$ cat config.mk
export PLATFORM = sky130hd
export DESIGN_NAME = gamepad_frame_deframer
export DESIGN_NICKNAME = d
export VERILOG_FILES = /design/src/rtl/core/dfr_pkg.sv /design/src/rtl/core/dfr_in_stage.sv /design/src/rtl/core/dfr_assembler.sv /design/src/rtl/core/dfr_out_stage.sv /design/src/rtl/core/gamepad_frame_deframer.sv
export SDC_FILE = /design/constraint.sdc
export NUM_CORES = 1
export LEC_CHECK = 0
export ABC_AREA = 0
export ABC_CLOCK_PERIOD_IN_PS = 5200
export BUFFER_PORTS_ARGS = -buffer_cell sky130_fd_sc_hd__buf_2
export CAP_MARGIN = 5
export CORE_MARGIN = 2
export CORE_UTILIZATION = 57
export CTS_CLUSTER_DIAMETER = 40
export DETAILED_ROUTE_END_ITERATION = 8
export PLACE_DENSITY = 0.82
export SLEW_MARGIN = 20
export SYNTH_ARGS = -nofsm -noshare
export SYNTH_HDL_FRONTEND = slang
export SYNTH_SLANG_ARGS = --single-unit
$ cat constraint.sdc
create_clock -name clk_i -period 5.2 [get_ports clk_i]
set_input_delay 0.52 -clock clk_i [delete_from_list [all_inputs] [get_ports clk_i]]
set_output_delay 0.52 -clock clk_i [all_outputs]
set_load 0.005 [all_outputs]
$ cat src/rtl/core/dfr_pkg.sv
// Shared constants and types for the gamepad frame deframer.
// Used by every module under rtl/core; depends on nothing else.
package dfr_pkg;

  localparam int unsigned FRAME_LEN   = 11;
  localparam int unsigned PAYLOAD_LEN = 8;
  localparam int unsigned IDX_CHK     = FRAME_LEN - 2;
  localparam int unsigned IDX_END     = FRAME_LEN - 1;
  localparam int unsigned IDX_W       = $clog2(FRAME_LEN);
  localparam int unsigned PL_IDX_W    = $clog2(PAYLOAD_LEN);

  localparam int unsigned BYTE_W    = 8;
  localparam int unsigned CFG_IDX_W = 1;
  localparam int unsigned CFG_W     = BYTE_W;

  localparam logic [BYTE_W-1:0] SYNC_RESET = 8'haf;
  localparam logic [BYTE_W-1:0] END_RESET  = 8'hed;

  typedef enum logic [CFG_IDX_W-1:0] {
    CFG_SYNC = 1'b0,
    CFG_END  = 1'b1
  } cfg_reg_e;

  // Frame bytes 1..8 in frame order.
  typedef struct packed {
    logic [BYTE_W-1:0] left_x;
    logic [BYTE_W-1:0] left_y;
    logic [BYTE_W-1:0] right_x;
    logic [BYTE_W-1:0] right_y;
    logic [BYTE_W-1:0] left_trigger;
    logic [BYTE_W-1:0] right_trigger;
    logic [BYTE_W-1:0] face_buttons;
    logic [BYTE_W-1:0] shoulder_buttons;
  } frame_t;

endpackage

$ cat src/rtl/core/dfr_in_stage.sv
// Input register of the deframer: captures one received byte per item.
// Depends on dfr_pkg.
module dfr_in_stage (
  input  logic                      clk_i,
  input  logic                      rst_ni,
  input  logic                      in_valid_i,
  output logic                      in_ready_o,
  input  logic [dfr_pkg::BYTE_W-1:0] rx_byte_i,
  input  logic                      advance_i,
  output logic                      valid_o,
  output logic [dfr_pkg::BYTE_W-1:0] byte_o
);
  import dfr_pkg::*;

  logic              valid_q, valid_d;
  logic [BYTE_W-1:0] byte_q;
  logic              load;

  // The register can take a new item when empty or when its item moves on.
  assign in_ready_o = !valid_q || advance_i;
  assign load       = in_valid_i && in_ready_o;

  always_comb begin
    valid_d = valid_q;
    if (load) begin
      valid_d = 1'b1;
    end else if (advance_i) begin
      valid_d = 1'b0;
    end
  end

  always_ff @(posedge clk_i or negedge rst_ni) begin
    if (!rst_ni) begin
      valid_q <= 1'b0;
    end else begin
      valid_q <= valid_d;
    end
  end

  always_ff @(posedge clk_i) begin
    if (load) begin
      byte_q <= rx_byte_i;
    end
  end

  assign valid_o = valid_q;
  assign byte_o  = byte_q;

endmodule

$ cat src/rtl/core/dfr_assembler.sv
// Frame assembler: tracks the position in the frame, keeps the payload bytes,
// a running checksum and the checksum byte, and flags a good frame.
// Depends on dfr_pkg.
module dfr_assembler (
  input  logic                       clk_i,
  input  logic                       rst_ni,
  input  logic                       step_i,
  input  logic [dfr_pkg::BYTE_W-1:0] byte_i,
  input  logic [dfr_pkg::BYTE_W-1:0] sync_i,
  input  logic [dfr_pkg::BYTE_W-1:0] end_i,
  output logic                       hit_o,
  output dfr_pkg::frame_t            frame_o
);
  import dfr_pkg::*;

  logic                collecting_q, collecting_d;
  logic [IDX_W-1:0]    idx_q, idx_d;
  logic [BYTE_W-1:0]   sum_q, sum_d;
  logic [BYTE_W-1:0]   chk_q;
  logic [BYTE_W-1:0]   store_q [PAYLOAD_LEN];
  logic                is_sync;
  logic                active;
  logic [IDX_W-1:0]    idx_cur;
  logic [IDX_W-1:0]    idx_off;
  logic [PL_IDX_W-1:0] wr_idx;
  logic                wr_payload;
  logic                wr_chk;
  logic                at_end;

  assign is_sync = (byte_i == sync_i);
  assign active  = step_i && (is_sync || collecting_q);
  // A sync byte always restarts the frame at byte 0.
  assign idx_cur = is_sync ? '0 : idx_q;
  assign at_end  = (idx_cur == IDX_W'(IDX_END));
  assign idx_off = idx_cur - IDX_W'(1);
  assign wr_idx  = idx_off[PL_IDX_W-1:0];

  assign wr_payload = active && (idx_cur != '0) && (idx_cur <= IDX_W'(PAYLOAD_LEN));
  assign wr_chk     = active && (idx_cur == IDX_W'(IDX_CHK));

  always_comb begin
    collecting_d = collecting_q;
    idx_d        = idx_q;
    sum_d        = sum_q;
    hit_o        = 1'b0;
    if (active) begin
      if (at_end) begin
        collecting_d = 1'b0;
        idx_d        = '0;
        hit_o        = (byte_i == end_i) && (sum_q == chk_q);
      end else begin
        collecting_d = 1'b1;
        idx_d        = idx_cur + IDX_W'(1);
      end
      if (idx_cur == '0) begin
        sum_d = '0;
      end else if (wr_payload) begin
        sum_d = sum_q + byte_i;
      end
    end
  end

  always_ff @(posedge clk_i or negedge rst_ni) begin
    if (!rst_ni) begin
      collecting_q <= 1'b0;
      idx_q        <= '0;
    end else begin
      collecting_q <= collecting_d;
      idx_q        <= idx_d;
    end
  end

  always_ff @(posedge clk_i) begin
    sum_q <= sum_d;
    if (wr_payload) begin
      store_q[wr_idx] <= byte_i;
    end
    if (wr_chk) begin
      chk_q <= byte_i;
    end
  end

  assign frame_o.left_x           = store_q[0];
  assign frame_o.left_y           = store_q[1];
  assign frame_o.right_x          = store_q[2];
  assign frame_o.right_y          = store_q[3];
  assign frame_o.left_trigger     = store_q[4];
  assign frame_o.right_trigger    = store_q[5];
  assign frame_o.face_buttons     = store_q[6];
  assign frame_o.shoulder_buttons = store_q[7];

  a_idx_needs_frame : assert property (@(posedge clk_i) disable iff (!rst_ni)
    (idx_q != '0) |-> collecting_q)
    else $error("frame position set outside a frame");

  a_idx_in_range : assert property (@(posedge clk_i) disable iff (!rst_ni)
    idx_q <= IDX_W'(IDX_END))
    else $error("frame position past the last byte");

  a_hit_at_end : assert property (@(posedge clk_i) disable iff (!rst_ni)
    hit_o |-> (step_i && collecting_q && (idx_q == IDX_W'(IDX_END)) && (byte_i == end_i)))
    else $error("frame accepted away from its end marker");

  a_end_closes : assert property (@(posedge clk_i) disable iff (!rst_ni)
    (active && at_end) |=> (!collecting_q && (idx_q == '0)))
    else $error("frame did not close after its last byte");

endmodule

$ cat src/rtl/core/dfr_out_stage.sv
// Result register of the deframer: holds one decoded frame until taken.
// Depends on dfr_pkg.
module dfr_out_stage (
  input  logic            clk_i,
  input  logic            rst_ni,
  input  logic            load_i,
  input  dfr_pkg::frame_t frame_i,
  output logic            can_load_o,
  output logic            out_valid_o,
  input  logic            out_ready_i,
  output dfr_pkg::frame_t frame_o
);
  import dfr_pkg::*;

  logic   valid_q, valid_d;
  frame_t frame_q;

  assign can_load_o = !valid_q || out_ready_i;

  always_comb begin
    valid_d = valid_q;
    if (load_i) begin
      valid_d = 1'b1;
    end else if (out_ready_i) begin
      valid_d = 1'b0;
    end
  end

  always_ff @(posedge clk_i or negedge rst_ni) begin
    if (!rst_ni) begin
      valid_q <= 1'b0;
    end else begin
      valid_q <= valid_d;
    end
  end

  always_ff @(posedge clk_i) begin
    if (load_i) begin
      frame_q <= frame_i;
    end
  end

  assign out_valid_o = valid_q;
  assign frame_o     = frame_q;

  a_no_overwrite : assert property (@(posedge clk_i) disable iff (!rst_ni)
    load_i |-> can_load_o)
    else $error("result register overwritten before it was taken");

  a_valid_holds : assert property (@(posedge clk_i) disable iff (!rst_ni)
    (out_valid_o && !out_ready_i) |=> out_valid_o)
    else $error("result dropped before it was taken");

  a_frame_stable : assert property (@(posedge clk_i) disable iff (!rst_ni)
    (out_valid_o && !out_ready_i) |=> $stable(frame_o))
    else $error("result changed while waiting to be taken");

endmodule

$ cat src/rtl/core/gamepad_frame_deframer.sv
// Gamepad frame deframer: top level with configuration registers.
// Depends on dfr_pkg, dfr_in_stage, dfr_assembler and dfr_out_stage.
//
// Takes one serial byte per item and assembles 11-byte frames: a byte equal
// to the sync register starts a frame at any time, even inside a frame, and
// when byte 10 arrives the frame is checked (byte 10 must equal the end
// register, byte 9 must equal the 8-bit sum of bytes 1..8). A good frame
// gives one result carrying bytes 1..8; a bad frame or a stray byte gives
// none. The block takes one item every clock cycle while the input side is
// not stalled. A byte passes an input register and the frame logic, and the
// result of a good frame is then offered from the result register. The input
// side stalls only while both the input register and an untaken result are
// held. Configuration writes take effect on the next edge.
module gamepad_frame_deframer (
  input  logic                          clk_i,
  input  logic                          rst_ni,
  input  logic                          cfg_we_i,
  input  logic [dfr_pkg::CFG_IDX_W-1:0] cfg_idx_i,
  input  logic [dfr_pkg::CFG_W-1:0]     cfg_wdata_i,
  input  logic                          in_valid_i,
  output logic                          in_ready_o,
  input  logic [dfr_pkg::BYTE_W-1:0]    rx_byte_i,
  output logic                          out_valid_o,
  input  logic                          out_ready_i,
  output logic [dfr_pkg::BYTE_W-1:0]    left_x_o,
  output logic [dfr_pkg::BYTE_W-1:0]    left_y_o,
  output logic [dfr_pkg::BYTE_W-1:0]    right_x_o,
  output logic [dfr_pkg::BYTE_W-1:0]    right_y_o,
  output logic [dfr_pkg::BYTE_W-1:0]    left_trigger_o,
  output logic [dfr_pkg::BYTE_W-1:0]    right_trigger_o,
  output logic [dfr_pkg::BYTE_W-1:0]    face_buttons_o,
  output logic [dfr_pkg::BYTE_W-1:0]    shoulder_buttons_o
);
  import dfr_pkg::*;

  logic [BYTE_W-1:0] sync_q;
  logic [BYTE_W-1:0] end_q;
  logic              s1_valid;
  logic [BYTE_W-1:0] s1_byte;
  logic              advance;
  logic              can_load;
  logic              hit;
  frame_t            frame_asm;
  frame_t            frame_out;

  always_ff @(posedge clk_i or negedge rst_ni) begin
    if (!rst_ni) begin
      sync_q <= SYNC_RESET;
      end_q  <= END_RESET;
    end else if (cfg_we_i) begin
      unique case (cfg_reg_e'(cfg_idx_i))
        CFG_SYNC: sync_q <= cfg_wdata_i[BYTE_W-1:0];
        CFG_END:  end_q  <= cfg_wdata_i[BYTE_W-1:0];
      endcase
    end
  end

  // An item leaves the input register only when the result register has room, whether or not it closes a good frame.
  assign advance = s1_valid && can_load;

  dfr_in_stage u_in (
    .clk_i      (clk_i),
    .rst_ni     (rst_ni),
    .in_valid_i (in_valid_i),
    .in_ready_o (in_ready_o),
    .rx_byte_i  (rx_byte_i),
    .advance_i  (advance),
    .valid_o    (s1_valid),
    .byte_o     (s1_byte)
  );

  dfr_assembler u_asm (
    .clk_i   (clk_i),
    .rst_ni  (rst_ni),
    .step_i  (advance),
    .byte_i  (s1_byte),
    .sync_i  (sync_q),
    .end_i   (end_q),
    .hit_o   (hit),
    .frame_o (frame_asm)
  );

  dfr_out_stage u_out (
    .clk_i       (clk_i),
    .rst_ni      (rst_ni),
    .load_i      (hit),
    .frame_i     (frame_asm),
    .can_load_o  (can_load),
    .out_valid_o (out_valid_o),
    .out_ready_i (out_ready_i),
    .frame_o     (frame_out)
  );

  assign left_x_o           = frame_out.left_x;
  assign left_y_o           = frame_out.left_y;
  assign right_x_o          = frame_out.right_x;
  assign right_y_o          = frame_out.right_y;
  assign left_trigger_o     = frame_out.left_trigger;
  assign right_trigger_o    = frame_out.right_trigger;
  assign face_buttons_o     = frame_out.face_buttons;
  assign shoulder_buttons_o = frame_out.shoulder_buttons;

  a_hit_needs_room : assert property (@(posedge clk_i) disable iff (!rst_ni)
    hit |-> advance)
    else $error("frame result produced without an advancing item");

  a_stall_only_when_full : assert property (@(posedge clk_i) disable iff (!rst_ni)
    !in_ready_o |-> (s1_valid && out_valid_o && !out_ready_i))
    else $error("input stalled while the pipeline had room");

  a_result_follows_hit : assert property (@(posedge clk_i) disable iff (!rst_ni)
    hit |=> out_valid_o)
    else $error("good frame did not reach the result register");

endmodule

==> results.py <==
metrics = {
    "run_status": {
        "outcome": "complete, no violations",
    },
    "sta": {
        "slew_headroom": 0.3059,
        "hold_violations": 0,
        "fmax_mhz": 237.5,
        "tightestPinTransition_ps": 1038,
        "rsz0062_at_grt": "false",
        "timing.final.crit_period_ps": 4210,
        "timing.final.setup_violations": 0,
        "final_min_period_over_clock_period": 0.8096,
        "final.setup.tns_ps": 0,
        "final-max-slew-violation-count": 0,
        "timing.clock.skew_ps": 9.585,
    },
    "worst_setup_path": {
        "timing.critical_path.slowest_stage_cell": "sky130_fd_sc_hd__edfxtp_1",
        "regToRegSetupSlack_ps": 990,
        "critPathArrivalTime_ps": 4320,
        "timing.critical_path.from_type": "register",
        "critical_path.cell_chain": "xnor2_1 -> nand4_2 -> or2_1 -> nand2_1 -> ha_1 -> nand3b_1 -> nor4_2 -> nand3_1 -> or4_1 -> inv_2 -> buf_4",
        "max_stage_delay_ps": 740,
        "critPathRequiredTime_ps": 5310,
        "rr_worst_depth": 11,
        "critPathCaptureType": "register",
        "regToRegStartpoint": "u_in.byte_o[3]",
        "path_buf_inv": 2,
        "worstPathMaxFanout": 32,
        "worst_path_dominant_cell_family": "simple AND/OR/NAND/NOR gates",
        "critPathKind": "register to register",
        "reg2reg_to": "right_trigger_o[6]",
    },
    "run": {
        "drv.max_cap_violation_count": 0,
    },
    "power_and_ir_drop": {
        "p_seq_frac": 0.501,
        "switching_share": 0.2584,
        "power.density_cell_area_nw_per_um2": 437.5,
        "total_leakage_power_uw": 0.002813,
        "p_total_uw": 3362,
        "share_clk_of_total_power": 0.386,
        "portion_of_total_power_attributed_to_combinational_logic": 0.112,
        "internal-power_uw": 2493,
        "ir_worst_vdd_uv": 278.0,
        "switching_power_uw": 868.6,
    },
    "hold_path": {
        "hold_path_class": "input pin to asynchronous set/reset pin",
    },
    "synthesis": {
        "yosys.area.top_type_share": 0.7107,
        "synth.ff_latch_count": 175,
        "synth-warning-count": 0,
        "synth-edff-count": 152,
        "syn_area_per_cell_um2": 19.11,
        "synth.top_cells.by_count": "sky130_fd_sc_hd__edfxtp_1, sky130_fd_sc_hd__mux2_2, sky130_fd_sc_hd__xor2_1",
        "number_of_unique_standard_cell_types_used_by_synthesis": 50,
        "synth-async-reset-ratio": 0.1314,
        "synthesis.nets": 371,
        "post-synth-top-count-cell": "sky130_fd_sc_hd__edfxtp_1",
        "sequential_fraction_of_the_synthesis_area": 0.8026,
        "synth_top_area_cell": "sky130_fd_sc_hd__edfxtp_1",
        "synthFlopType": "sky130_fd_sc_hd__edfxtp_1",
        "synth_area_leaders": "sky130_fd_sc_hd__edfxtp_1, sky130_fd_sc_hd__dfstp_2, sky130_fd_sc_hd__dfrtp_1, sky130_fd_sc_hd__mux2_2, sky130_fd_sc_hd__ha_1",
        "mappedNetlistArea_um2": 6422,
        "netlist_instances": 336,
    },
    "final_layout": {
        "fin_nets": 480,
        "layout.cells.non_filler": 598,
        "nFillCells": 649,
        "drive_gt1_frac": 0.3537,
        "diodes": 0,
        "final_core_util": 0.7027,
        "area_delta_synth_final_pct": 19.66,
    },
    "global_routing": {
        "first_global_vias": 3364,
        "largest_net_degree_at_the_start_of_global_routing": 33,
        "grt_antenna_before_repair": 0,
        "groute.usage.overall": 0.2182,
        "gr-total-overflow": 0,
        "grt_pass1_wl_um": 18740,
    },
    "route": {
        "vias_per_cell": 5.649,
        "routedWlPerCell_um": 20.64,
        "remaining_drc_errors": 0,
        "first_pass_iters": 5,
        "via_total_after_detailed_routing": 3378,
        "antenna_violating_nets_post_route": 0,
        "routed_wl_um": 12340,
        "detail_route.iter0.violations": 405,
    },
    "placed_design": {
        "dpl.hpwl_um": 7833,
        "numPortBuffers": 87,
        "gp_routability_congestion": 0.8951,
        "place.detailed.instances": 566,
    },
    "clock_network": {
        "h-tree-depth": 4,
        "post_cts.repair.setup_buffers": 0,
        "cts.repair.resized": 0,
        "clock_path_buffers": 2,
        "cts.sink_count": 175,
        "tritoncts": "built",
        "clk_latency_ps": 420,
        "clkTransAtPathRegs_ps": 70,
        "root_buffer": "sky130_fd_sc_hd__clkbuf_16",
        "cts_made_buffers": 17,
        "cts_hold_buf": 0,
    },
    "floorplan": {
        "chipHeight_um": 110.1,
        "floorplan.core_area_um2": 10940,
        "initial_core_util": 0.5873,
        "fp.dieArea_um2": 12130,
        "floorplan.rows": 38,
        "num_io_pins": 88,
        "fp.dieW_um": 110.1,
    },
}
-- routing by layer --
layer | routed length (um) | vias to the layer above | global-route usage
met4 | 269 | 0 | 0.08214
met1 | 5107 | 1676 | 0.2814
met5 | 0 | - | 0
li1 | - | 1504 | -
met2 | 6142 | 167 | 0.3585
met3 | 823 | 31 | 0.05820
-- flip-flops by register name, indices dropped and copies added, names as in the netlist, 4 cells and up --
name                cells
right_x_o               8
left_y_o                8
face_buttons_o          8
u_in.byte_o             8
left_trigger_o          8
sync_q                  8
u_asm.sum_q             8
u_asm.idx_q             4
right_y_o               8
u_asm.chk_q             8
end_q                   8
left_x_o                8
shoulder_buttons_o      8
u_asm.store_q          64
right_trigger_o         8
-- cell families (layout without fill, tap and decap cells) --
| logic type | count (synthesis) | after routing | synth area share |
|---|---|---|---|
| fa+ha+maj | 13 | 13 | 0.02649 |
| simple gates | 58 | 58 | 0.05630 |
| mux | 18 | 18 | 0.03117 |
| flops | 175 | 175 | 0.8026 |
| compound gates | 30 | 30 | 0.03390 |
| buf+inv | 13 | 135 | 0.008766 |
| xor+xnor | 29 | 29 | 0.04072 |
-- cells in the final DEF (no fill, tap or decap), types with 11 or more instances in the layout --
master	instances
sky130_fd_sc_hd__edfxtp_1	152
sky130_fd_sc_hd__buf_2	87
sky130_fd_sc_hd__clkbuf_16	17
sky130_fd_sc_hd__xor2_1	16
sky130_fd_sc_hd__mux2_2	16
sky130_fd_sc_hd__xnor2_1	12
sky130_fd_sc_hd__ha_1	12
sky130_fd_sc_hd__dfstp_2	12
sky130_fd_sc_hd__dfrtp_1	11
-- worst max path at each step --
stage,cells after the start,to,start
6_report,11,right_trigger_o[6],u_in.byte_o[3]
5_1_grt,11,right_trigger_o[0],u_in.byte_o[1]
4_1_cts,11,face_buttons_o[4],u_in.byte_o[3]
3_5_place_dp,11,face_buttons_o[4],u_in.byte_o[0]
3_3_place_gp,11,face_buttons_o[3],u_in.byte_o[1]
2_1_floorplan,11,face_buttons_o[0],u_in.byte_o[4]
-- power by group through the flow --
| stage | logic [uW] | registers [uW] | clock network [uW] |
|---|---|---|---|
| global placement | 332 | 1710 | 0 |
| floorplan | 267 | 1680 | 0 |
| global route | 413 | 1690 | 1370 |
| finish | 378 | 1680 | 1300 |
| detailed placement | 346 | 1710 | 0 |
| CTS | 364 | 1680 | 1320 |
-- final cells by class --
cell class,instances,area (um^2),area share
clock buffer,17,425.4,0.05536
sequential,175,5155,0.6708
clock inverter,15,188.9,0.02458
timing repair buffer,92,473.0,0.06154
multi-input combinational,148,1226,0.1596
inverter,11,41.29,0.005373
tap,140,175.2,0.02279
-- metrics by stage --
stage	hold WS, ps	instance area, um^2	worst slack (ps)
after detailed placement	404.5	7062	1139
after CTS	73.68	7676	1029
after global placement	406.1	7062	1349
final	69.40	7685	990.2
after global routing	91.12	7685	689.0
after floorplan	224.4	6422	1100
Power figures use the tool's default switching activity.
